===== src/design/assert_macros.svh =====
// Assertion macros shared by the segment/box distance RTL.
// Depends on a clock named clk and an active-low reset named rst_n in scope.
`ifndef ASSERT_MACROS_SVH
`define ASSERT_MACROS_SVH

// Condition that must hold at every clock edge outside reset.
`define SBD_ASSERT_ALWAYS(lbl, cond, msg) \
  lbl: assert property (@(posedge clk) disable iff (!rst_n) (cond)) else $error(msg);

// Same-cycle implication.
`define SBD_ASSERT_NOW(lbl, ante, cons, msg) \
  lbl: assert property (@(posedge clk) disable iff (!rst_n) (ante) |-> (cons)) else $error(msg);

// Next-cycle implication.
`define SBD_ASSERT_NEXT(lbl, ante, cons, msg) \
  lbl: assert property (@(posedge clk) disable iff (!rst_n) (ante) |=> (cons)) else $error(msg);

`endif


===== src/design/sbd_pkg.sv =====
// Package for the segment/box distance block: widths, constants and unit types.
// No dependencies.
`default_nettype none
package sbd_pkg;

  localparam int ITER_BOUND = 64;
  localparam int ITER_W     = 7;
  localparam int LEN_W      = 34;
  localparam int SQ_W       = 66;
  localparam int PROD_W     = 68;

  // Inverse golden ratio in Q0.32.
  localparam logic [LEN_W-1:0] INVPHI_Q32 = 34'h0_9E37_79B9;

  // Configuration register indexes.
  localparam logic [7:0] CFG_ITER_LIMIT = 8'd0;
  localparam logic [7:0] CFG_TOLERANCE  = 8'd1;

  // Request to the shared serial root/divide unit.
  typedef struct packed {
    logic              start;
    logic              is_sqrt;
    logic [PROD_W-1:0] operand;
    logic [LEN_W-1:0]  divisor;
  } sbd_unit_req_t;

  // Response from the shared serial unit.
  typedef struct packed {
    logic             done;
    logic [LEN_W-1:0] result;
  } sbd_unit_rsp_t;

endpackage
`default_nettype wire


===== src/design/sbd_serial.sv =====
// Shared serial unit: floor square root or restoring division, one bit per cycle.
// Depends on sbd_pkg and assert_macros.svh.
`default_nettype none
`include "assert_macros.svh"
module sbd_serial
  import sbd_pkg::*;
(
  input  wire logic          clk,
  input  wire logic          rst_n,
  input  sbd_unit_req_t      req,
  output sbd_unit_rsp_t      rsp
);

  logic                busy_r, busy_nxt;
  logic                done_r, done_nxt;
  logic                sqrt_r, sqrt_nxt;
  logic [5:0]          cnt_r, cnt_nxt;
  logic [PROD_W-1:0]   shf_r, shf_nxt;
  logic [36:0]         rem_r, rem_nxt;
  logic [LEN_W-1:0]    root_r, root_nxt;
  logic [LEN_W-1:0]    dvs_r, dvs_nxt;
  logic [36:0]         rem_sh, trial;
  logic                ge;

  // One step: bring down the next digit, compare against the trial, subtract.
  always_comb begin
    rem_sh = sqrt_r ? {rem_r[34:0], shf_r[PROD_W-1 -: 2]} : {rem_r[35:0], shf_r[PROD_W-1]};
    trial  = sqrt_r ? {1'b0, root_r, 2'b01} : {3'b000, dvs_r};
    ge     = (rem_sh >= trial);

    busy_nxt = busy_r;
    done_nxt = 1'b0;
    sqrt_nxt = sqrt_r;
    cnt_nxt  = cnt_r;
    shf_nxt  = shf_r;
    rem_nxt  = rem_r;
    root_nxt = root_r;
    dvs_nxt  = dvs_r;

    if (req.start) begin
      busy_nxt = 1'b1;
      sqrt_nxt = req.is_sqrt;
      root_nxt = '0;
      dvs_nxt  = req.divisor;
      if (req.is_sqrt) begin
        rem_nxt = '0;
        shf_nxt = req.operand;
        cnt_nxt = 6'd34;
      end else begin
        // The quotient fits 33 bits, so the top bits start as the remainder.
        rem_nxt = {3'b000, req.operand[66:33]};
        shf_nxt = {req.operand[32:0], 35'd0};
        cnt_nxt = 6'd33;
      end
    end else if (busy_r) begin
      rem_nxt  = ge ? (rem_sh - trial) : rem_sh;
      root_nxt = {root_r[LEN_W-2:0], ge};
      shf_nxt  = sqrt_r ? {shf_r[PROD_W-3:0], 2'b00} : {shf_r[PROD_W-2:0], 1'b0};
      cnt_nxt  = cnt_r - 6'd1;
      if (cnt_r == 6'd1) begin
        busy_nxt = 1'b0;
        done_nxt = 1'b1;
      end
    end
  end

  always_ff @(posedge clk) begin
    if (!rst_n) begin
      busy_r <= 1'b0;
      done_r <= 1'b0;
    end else begin
      busy_r <= busy_nxt;
      done_r <= done_nxt;
    end
    sqrt_r <= sqrt_nxt;
    cnt_r  <= cnt_nxt;
    shf_r  <= shf_nxt;
    rem_r  <= rem_nxt;
    root_r <= root_nxt;
    dvs_r  <= dvs_nxt;
  end

  assign rsp.done   = done_r;
  assign rsp.result = root_r;

  `SBD_ASSERT_ALWAYS(a_no_start_busy, !(req.start && busy_r), "start while unit busy")
  `SBD_ASSERT_NEXT(a_done_pulse, done_r, !done_r, "done held longer than one cycle")
  `SBD_ASSERT_NEXT(a_start_busy, req.start, busy_r && !done_r, "start did not launch unit")

endmodule
`default_nettype wire


===== config.mk =====
export PLATFORM = sky130hd
export DESIGN_NAME = sbd_serial
export DESIGN_NICKNAME = d
export VERILOG_FILES = /design/src/design/sbd_pkg.sv /design/src/design/sbd_serial.sv
export VERILOG_INCLUDE_DIRS = /design/src /design/src/design
export SDC_FILE = /design/constraint.sdc
export NUM_CORES = 1
export LEC_CHECK = 0
export BUFFER_PORTS_ARGS = -buffer_cell sky130_fd_sc_hd__buf_4
export CELL_PAD_IN_SITES_DETAIL_PLACEMENT = 0
export CELL_PAD_IN_SITES_GLOBAL_PLACEMENT = 2
export CORE_MARGIN = 2
export CORE_UTILIZATION = 40
export DETAILED_ROUTE_END_ITERATION = 8
export PLACE_DENSITY_LB_ADDON = 0.1
export SYNTH_ARGS = -nofsm -noshare
export SYNTH_HDL_FRONTEND = slang
export SYNTH_SLANG_ARGS = --single-unit

===== constraint.sdc =====
create_clock -name clk -period 10.06 [get_ports clk]
set_input_delay 2.515 -clock clk [delete_from_list [all_inputs] [get_ports clk]]
set_output_delay 2.515 -clock clk [all_outputs]
set_load 0.05 [all_outputs]

==> impl_metrics.csv, run 1 <==
group,metric,value,unit
clock_network,tritoncts,"yes",
clock_network,cts-root-buf,"clkbuf_16",
synth,synth.top_cells.by_area,"edfxtp_1 (40%), mux2i_1 (13%), dfxtp_1 (6.6%)",
synth,ys_seq_area_share,46.7,%
clock_network,cts-buffers-inserted,17,
timing,fmax,194,MHz
die,core-area,26800,um2
min_path,hold_path.class,"reg2reg",
cells_and_area,final_cell_area,12800,um2
cells_and_area,num_antenna_cells,0,
routing,vias,8033,
clock_network,cts_buffer_depth,2,
cells_and_area,fin_util,47.8,%
timing,min_period,5.15,ns
clock_network,post_cts_resized,0,
timing,fin_setup_tns,0,ns
synth,yosysUniqueCellTypes,54,
power_and_ir_drop,finalPower,0.00322,W
timing,fin_skew,0.0169,ns
die,die-height,169,um
timing,final_max_slew_viol_count,0,
power_and_ir_drop,power_density,251,nW/um2
place,numPortBuffers,140,
timing,worst_pin_slew,1.12,ns
timing,rsz0062_at_grt,"no",
min_path,worstHoldStart,"root_r[9]",
grt,grt_usage,19.9,%
timing,max_slew_margin,25.6,%
synth,synth.most_common_cell,"edfxtp_1",
synth,ys_top_cells_by_count,"edfxtp_1 (145), mux2i_1 (142), nand2_1 (94), a21oi_1 (80), nor2_1 (70)",
cells_and_area,fillerInstances,2538,
synth,ys_warn_count,0,
run,drv_cap,0,
routing,ant_nets,0,
routing,wirelength,28500,um
die,io_pins,141,
worst_setup_path,crit_path_end_kind,"flop",
grt,antenna_found_initial,0,
timing,hold_violations,0,
power_and_ir_drop,leakage,5.23,nW
worst_setup_path,crit_fanout,173,
power_and_ir_drop,vdd_drop_max,0.000132,V
cells_and_area,nNetsFinal,1280,
worst_setup_path,arrival,5.34,ns
synth,yosys.area.top_type,"edfxtp_1",
timing,finalCritPeriodShare,51.2,%
worst_setup_path,r2r-start,"sqrt_r",
die,die_w,169,um
synth,synthArstFlopShare,0,%
worst_setup_path,startpoint_type,"flop",
synth,syn_area_per_cell,10.5,um2
place,gp_congestion,0.786,
die,num_rows,60,
cells_and_area,drive_gt1_share,19.4,%
timing,setup_viol,0,
grt,grt_pass1_vias,7883,
clock_network,postCtsHoldBufs,0,
clock_network,clk_pin_slew,0.08,ns
cells_and_area,syn_to_final_growth,17.8,%
routing,routedWlPerCell,19.1,um
routing,via_per_inst,5.39,
synth,syn_nets,1180,
grt,grt_start_max_net_pins,174,
worst_setup_path,criticalPathCategory,"reg2reg",
die,dieArea,28500,um2
place,placed_area,12200,um2
routing,drc,0,
worst_setup_path,required,10.25,ns
clock_network,clock_latency,0.43,ns
routing,drt-initial-drc-count,525,
synth,netlist_instances,1035,
grt,grt-ovfl-total,0,
outcome,status,"finished, final reports clean",
synth,ys_ff_latch,181,
synth,syn_area,10900,um2
grt,grt_pass1_wl,44400,um
synth,synth_top_area_share,40.0,%
clock_network,h-tree-depth,4,
clock_network,cts.sinks,181,
clock_network,post_cts_buffers,0,
synth,synth_flop_cell,"edfxtp_1",
worst_setup_path,cp-startpoint,"sqrt_r",
routing,dr.pass1.iters,5,
die,start_util,40.6,%
place,dp_hpwl,19600,um
synth,synth_enable_flop_cells,145,
[cell type report]
type | instances | area (um2) | share of cell area, %
flip-flops and latches | 181 | 5080 | 39.6
inverters | 18 | 67.6 | 0.528
repair buffers | 148 | 1130 | 8.80
multi-input cells | 769 | 5470 | 42.7
clock inverters | 10 | 130 | 1.02
well taps | 341 | 427 | 3.33
clock buffers | 22 | 508 | 3.97
[stage by stage]
| step | cells | hold WS, ns | setup slack (ns) |
|---|---|---|---|
| global placement | 1457 | 0.536 | 4.80 |
| floorplan | 1035 | 0.537 | 4.92 |
| finish | 1489 | 0.550 | 4.91 |
| global route | 1489 | 0.570 | 4.65 |
| detailed placement | 1457 | 0.546 | 4.79 |
| CTS | 1489 | 0.554 | 4.95 |
[layout by cell type (no fill, tap or decap), drive strengths merged, types with 36 or more instances in the layout]
cell    Yosys  layout
dfxtp      36      36
nor2       70      70
mux2       36      36
ha         38      38
nor2b      37      37
o21ai      69      69
buf        22     148
mux2i     142     142
edfxtp    145     145
a21oi      81      81
a211oi     41      41
nand2      94      94
[routing by layer]
layer  global-route usage, %  wire length, um  part of all wire, %  up-vias
li1                        -                -                    -     4067
met1                    26.5            13100                   46     3791
met2                    34.5            14300                   50      158
met3                    2.74              814                  2.9       17
met4                    4.24              299                  1.1        0
met5                       0                0                    0        -
[state kept, by name (all words and copies together), names as in the netlist]
register / flops
dvs_r: 34
busy_r: 1
cnt_r: 6
shf_r: 68
rem_r: 36
root_r: 34
done_r: 1
sqrt_r: 1
[worst max-delay path: stages (launching register included)]
cell      delay, ns
edfxtp_1       0.38
buf_12         0.70
mux2_2         0.43
ha_1           0.37
a21oi_2        0.21
nand2_1        0.07
a21o_1         0.21
a2111o_1       0.52
a221o_1        0.43
a221oi_4       0.24
buf_4          0.57
nor2_1         0.24
a221o_1        0.38
[power breakdown]
part           switching [W]  internal, W
Sequential         0.0000622     0.000972
Clock               0.000316     0.000417
Combinational       0.000836     0.000612
Total                0.00121      0.00200
[cells by family after synthesis]
logic type	Yosys count	share of synthesized area, %
flip-flops	181	46.7
AO/OA/AOI/OAI	270	15.8
adder cells (fa/ha/maj)	39	4.56
buffers and inverters	85	3.11
XOR/XNOR	32	2.58
AND/OR/NAND/NOR	250	10.4
multiplexers	178	16.8
[final timing paths]
| path | to | slack (ns) | cells past startpoint |
|---|---|---|---|
| max reg2reg | rem_r[30] | 4.91 | 12 |
| max | rem_r[30] | 4.91 | 12 |
| min | root_r[9] | 0.55 | 2 |
| min reg2reg | root_r[9] | 0.55 | 2 |
Note: power is estimated with default switching activity, not from simulation.
==> inputs of run 2 (changes only) <==
Settings changed: CORE_UTILIZATION 40 to 38.
Clock period 10.06 ns to 5.18 ns, I/O delays scaled along.
==> impl_metrics.csv, run 2 (synthesis gave the netlist of run 1 again) <==
group,metric,value,unit
die,dieArea,30000,um2
cells_and_area,num_antenna_cells,0,
die,start_util,38.8,%
die,die_w,173,um
clock_network,h-tree-depth,4,
routing,wirelength,29200,um
die,io_pins,141,
timing,worst_slack,0.523,ns
routing,dr.pass1.iters,5,
worst_setup_path,crit_fanout,64,
cells_and_area,final_cell_mix,"buf_4 (151), edfxtp_1 (145), mux2i_1 (142), nand2_1 (94), a21oi_1 (80)",
clock_network,tritoncts,"yes",
timing,finalCritPeriodShare,89.9,%
die,core-area,28000,um2
timing,fmax,215,MHz
cells_and_area,top_regs,"shf_r: 68 flops, rem_r: 36 flops",
power_and_ir_drop,vdd_drop_max,0.000239,V
worst_setup_path,arrival,4.92,ns
cells_and_area,top_register,"shf_r",
worst_setup_path,worst-path-buf-inv,2,
timing,setup_viol,0,
place,dp_hpwl,20400,um
run,drv_cap,0,
worst_setup_path,required,5.44,ns
grt,grt_pass1_wl,46600,um
clock_network,cts.sinks,181,
clock_network,cts-buffers-inserted,17,
timing,fin_skew,0.0186,ns
power_and_ir_drop,finalPower,0.00616,W
worst_setup_path,crit_path_end_kind,"flop",
cells_and_area,mostFrequentLayoutCell,"buf_4",
place,gp_congestion,0.818,
clock_network,cts-root-buf,"clkbuf_16",
die,die-height,173,um
clock_network,cts_buffer_depth,2,
outcome,status,"finished, final reports clean",
grt,antenna_found_initial,0,
clock_network,post_cts_resized,0,
routing,routedWlPerCell,19.0,um
die,num_rows,61,
timing,hold_violations,0,
cells_and_area,drive_gt1_share,19.8,%
power_and_ir_drop,leakage,5.22,nW
power_and_ir_drop,power_density,480,nW/um2
routing,drt-initial-drc-count,529,
cells_and_area,nNetsFinal,1287,
worst_setup_path,criticalPathCategory,"reg2reg",
place,place_ws,0.550,ns
place,numPortBuffers,140,
grt,grt_start_max_net_pins,173,
routing,via_per_inst,5.31,
worst_setup_path,crit_family,"compound AO/OA/AOI/OAI gates",
clock_network,clk_pin_slew,0.07,ns
timing,worst_pin_slew,0.949,ns
cells_and_area,largest_reg_flops,68,
timing,min_period,4.66,ns
grt,grt_pass1_vias,8111,
worst_setup_path,path_cells,"buf_4 -> mux2i_1 -> ha_1 -> a21oi_1 -> nor2_1 -> o31a_1 -> a2111o_1 -> a221o_1 -> a221oi_4 -> buf_12 -> nor3b_1 -> mux2_2 -> a211oi_1",
timing,rsz0062_at_grt,"no",
clock_network,clock_latency,0.45,ns
cells_and_area,syn_to_final_growth,18.0,%
timing,max_slew_margin,36.8,%
timing,whs,0.551,ns
routing,vias,8128,
clock_network,postCtsHoldBufs,0,
worst_setup_path,critPathMaxStageDelay,0.97,ns
cells_and_area,fin_util,45.8,%
timing,fin_setup_tns,0,ns
timing,final_max_slew_viol_count,0,
grt,grt-ovfl-total,0,
worst_setup_path,startpoint_type,"flop",
routing,ant_nets,0,
clock_network,post_cts_buffers,0,
worst_setup_path,slowest_stage,"edfxtp_1",
routing,drc,0,
grt,grt_usage,19.6,%
min_path,hold_path.class,"reg2reg",
-- run 2: routing by layer --
layer / track usage (%) / wire length (um) / vias up
met2: 33.6 / 14700 / 152
met5: 0 / 0 / -
met3: 2.90 / 838 / 24
met4: 5.19 / 468 / 0
li1: - / - / 4072
met1: 26.0 / 13100 / 3880
-- run 2: worst register-to-register path, cell delays in order, from the launching register on --
cell	delay, ns
edfxtp_1	0.97
buf_4	0.38
mux2i_1	0.22
ha_1	0.32
a21oi_1	0.25
nor2_1	0.06
o31a_1	0.27
a2111o_1	0.40
a221o_1	0.44
a221oi_4	0.29
buf_12	0.30
nor3b_1	0.10
mux2_2	0.29
a211oi_1	0.20
-- run 2: worst paths after layout --
check,from,end,slack [ns],cells after the start
setup / recovery,sqrt_r,rem_r[31],0.52,13
setup reg to reg,sqrt_r,rem_r[31],0.52,13
hold / removal,root_r[25],root_r[25],0.55,2
hold reg to reg,root_r[25],root_r[25],0.55,2
-- run 2: power by group --
part	switching, W	total (W)	internal [W]
Sequential	0.000133	0.00202	0.00189
Combinational	0.00166	0.00288	0.00121
Clock	0.000636	0.00126	0.000628
-- run 2: cell type report --
class                           count  area (um2)
Clock buffer                       17         425
Clock inverter                     14         119
Fill cell                        2714       15200
Inverter                           18        67.6
Multi-Input combinational cell    769        5470
Sequential cell                   181        5080
Tap cell                          378         473
Timing Repair Buffer              155        1200
-- run 2: per-stage QoR --
stage	std cells	cell area (um2)
final	1532	12800
after global routing	1532	12800
after CTS	1532	12800
after detailed placement	1501	12300
after global placement	1501	12300
after floorplan	1035	10900
==> inputs of run 3 (changes only) <==
--- a/config.mk
+++ b/config.mk
@@ -9,2 +9,3 @@
 export BUFFER_PORTS_ARGS = -buffer_cell sky130_fd_sc_hd__buf_4
+export CAP_MARGIN = 0
 export CELL_PAD_IN_SITES_DETAIL_PLACEMENT = 0
@@ -14,3 +15,3 @@
 export DETAILED_ROUTE_END_ITERATION = 8
-export PLACE_DENSITY_LB_ADDON = 0.1
+export PLACE_DENSITY = 0.91
 export SYNTH_ARGS = -nofsm -noshare
==> constraint.sdc (replaced) <==
create_clock -name clk -period 5.18 [get_ports clk]
set_input_delay 0 -clock clk [delete_from_list [all_inputs] [get_ports clk]]
set_output_delay 0 -clock clk [all_outputs]
set_load 0.05 [all_outputs]
==> impl_metrics.csv, run 3 (synthesis gave the netlist of run 1 again) <==
group,metric,value,unit
die,num_rows,61,
routing,top_layer_used,"met4",
run,drv_cap,0,
place,dp.cells,1499,
timing,finalCritPeriodShare,85.5,%
timing,rsz0062_at_grt,"no",
place,gp_congestion,0.830,
timing,final_max_slew_viol_count,0,
place,numPortBuffers,140,
place,dp_hpwl,20100,um
clock_network,cts_buffer_depth,2,
clock_network,tritoncts,"yes",
clock_network,cts.sinks,181,
cells_and_area,num_antenna_cells,0,
timing,setup_viol,0,
cells_and_area,top_register,"shf_r",
routing,drt-initial-drc-count,748,
outcome,status,"finished, final reports clean",
worst_setup_path,required,5.43,ns
routing,routedLengthMet1,13000,um
grt,grt_usage,19.3,%
cells_and_area,fin_cells,1633,
grt,grt-ovfl-total,0,
routing,routedWlPerCell,17.7,um
grt,grt_pass1_vias,8542,
grt,grt_pass1_wl,46300,um
routing,dr.pass1.iters,5,
worst_setup_path,reg2reg_depth,13,
routing,routed-wl-met3,843,um
worst_setup_path,reg2reg_to,"rem_r[34]",
routing,wl_met2,14400,um
timing,fmax,226,MHz
timing,min_period,4.43,ns
clock_network,post_cts_resized,0,
timing,fin_setup_tns,0,ns
cells_and_area,mostFrequentLayoutCell,"buf_4",
worst_setup_path,arrival,4.68,ns
die,io_pins,141,
clock_network,clock_latency,0.44,ns
grt,antenna_found_initial,0,
clock_network,post_cts_buffers,0,
timing,fin_skew,0.0135,ns
clock_network,cts-buffers-inserted,17,
worst_setup_path,criticalPathCategory,"reg2reg",
cells_and_area,final_cell_mix,"buf_4 (150), edfxtp_1 (145), mux2i_1 (142), dlygate4sd3_1 (102), nand2_1 (94)",
die,dieArea,30000,um2
cells_and_area,fillerInstances,2574,
min_path,worstHoldStart,"req[100]",
timing,worst_pin_slew,1.07,ns
routing,drc,0,
worst_setup_path,r2r-start,"sqrt_r",
clock_network,cts-root-buf,"clkbuf_16",
power_and_ir_drop,vdd_drop_max,0.000262,V
routing,vias,8559,
worst_setup_path,crit_fanout,64,
cells_and_area,syn_to_final_growth,27.7,%
power_and_ir_drop,leakage,5.66,nW
routing,wirelength,29000,um
worst_setup_path,crit_path_end_kind,"flop",
cells_and_area,top_regs,"shf_r: 68 flops, rem_r: 36 flops",
cells_and_area,drive_gt1_share,18.2,%
cells_and_area,largest_reg_flops,68,
die,start_util,38.8,%
worst_setup_path,startpoint_type,"flop",
grt,grt_start_max_net_pins,89,
die,die-height,173,um
clock_network,clk_pin_slew,0.07,ns
min_path,min_path_cells,3,
worst_setup_path,r2r_slack,0.75,ns
power_and_ir_drop,finalPower,0.00627,W
min_path,min_to,"shf_r[66]",
clock_network,h-tree-depth,4,
power_and_ir_drop,power_density,451,nW/um2
routing,ant_nets,0,
timing,hold_violations,0,
min_path,hold_path.class,"in2reg",
routing,via_per_inst,5.24,
die,core-area,28000,um2
die,die_w,173,um
cells_and_area,nNetsFinal,1387,
timing,max_slew_margin,28.9,%
-- run 3: power by group --
group	switching (W)	internal, W	total (W)
Sequential	0.000118	0.00189	0.00201
Clock	0.000611	0.000770	0.00138
Combinational	0.00162	0.00126	0.00288
Total	0.00235	0.00392	0.00627
-- run 3: routing by layer --
layer | vias to the layer above | GRT usage [%]
li1 | 4270 | -
met1 | 4081 | 25.1
met2 | 167 | 33.0
met3 | 41 | 2.92
met4 | 0 | 6.21
met5 | - | 0
-- run 3: how the worst max path moves through the flow --
stage | from | endpoint | slack, ns | cells past startpoint
finish | sqrt_r | rem_r[34] | 0.75 | 13
global route | sqrt_r | rem_r[31] | 0.53 | 13
CTS | sqrt_r | rem_r[34] | 0.79 | 13
detailed placement | sqrt_r | rem_r[30] | 0.80 | 12
global placement | sqrt_r | rem_r[31] | 0.90 | 13
floorplan | sqrt_r | rem_r[30] | 0.25 | 15
-- run 3: critical path, stage by stage (launching register included) --
cell and delay (ns):
edfxtp_1 0.60, buf_12 0.26, mux2_2 0.37, ha_1 0.40, a21oi_1 0.25, nor2_1 0.06
o31a_1 0.27, a2111o_1 0.39, a221o_1 0.43, a221oi_4 0.29, buf_12 0.30, nor2b_1 0.07
mux2_2 0.27, a211oi_1 0.25
-- run 3: through the flow --
stage | util [%] | cell area [um2] | setup slack, ns | hold slack, ns
after floorplan | - | 10900 | 0.250 | 0.0989
final | 49.6 | 13900 | 0.752 | 0.00886
after global routing | 49.6 | 13900 | 0.534 | 0.0210
after detailed placement | 43.8 | 12300 | 0.797 | 0.179
after CTS | 49.6 | 13900 | 0.787 | 0.00982
after global placement | 43.8 | 12300 | 0.900 | 0.178
-- run 3: area by class of cell --
type | instances | area [um2] | area share [%]
Multi-Input combinational cell | 769 | 5470 | 39.4
Timing Repair Buffer | 255 | 2200 | 15.8
Clock buffer | 19 | 433 | 3.12
Tap cell | 378 | 473 | 3.41
Clock inverter | 13 | 171 | 1.23
Sequential cell | 181 | 5080 | 36.6
Inverter | 18 | 67.6 | 0.487
-- run 3: repair_timing --
item	4_1_cts	5_1_grt
hold buffers	102	0
endpoints found under the hold margin	129	0
endpoints found under the setup margin	0	0
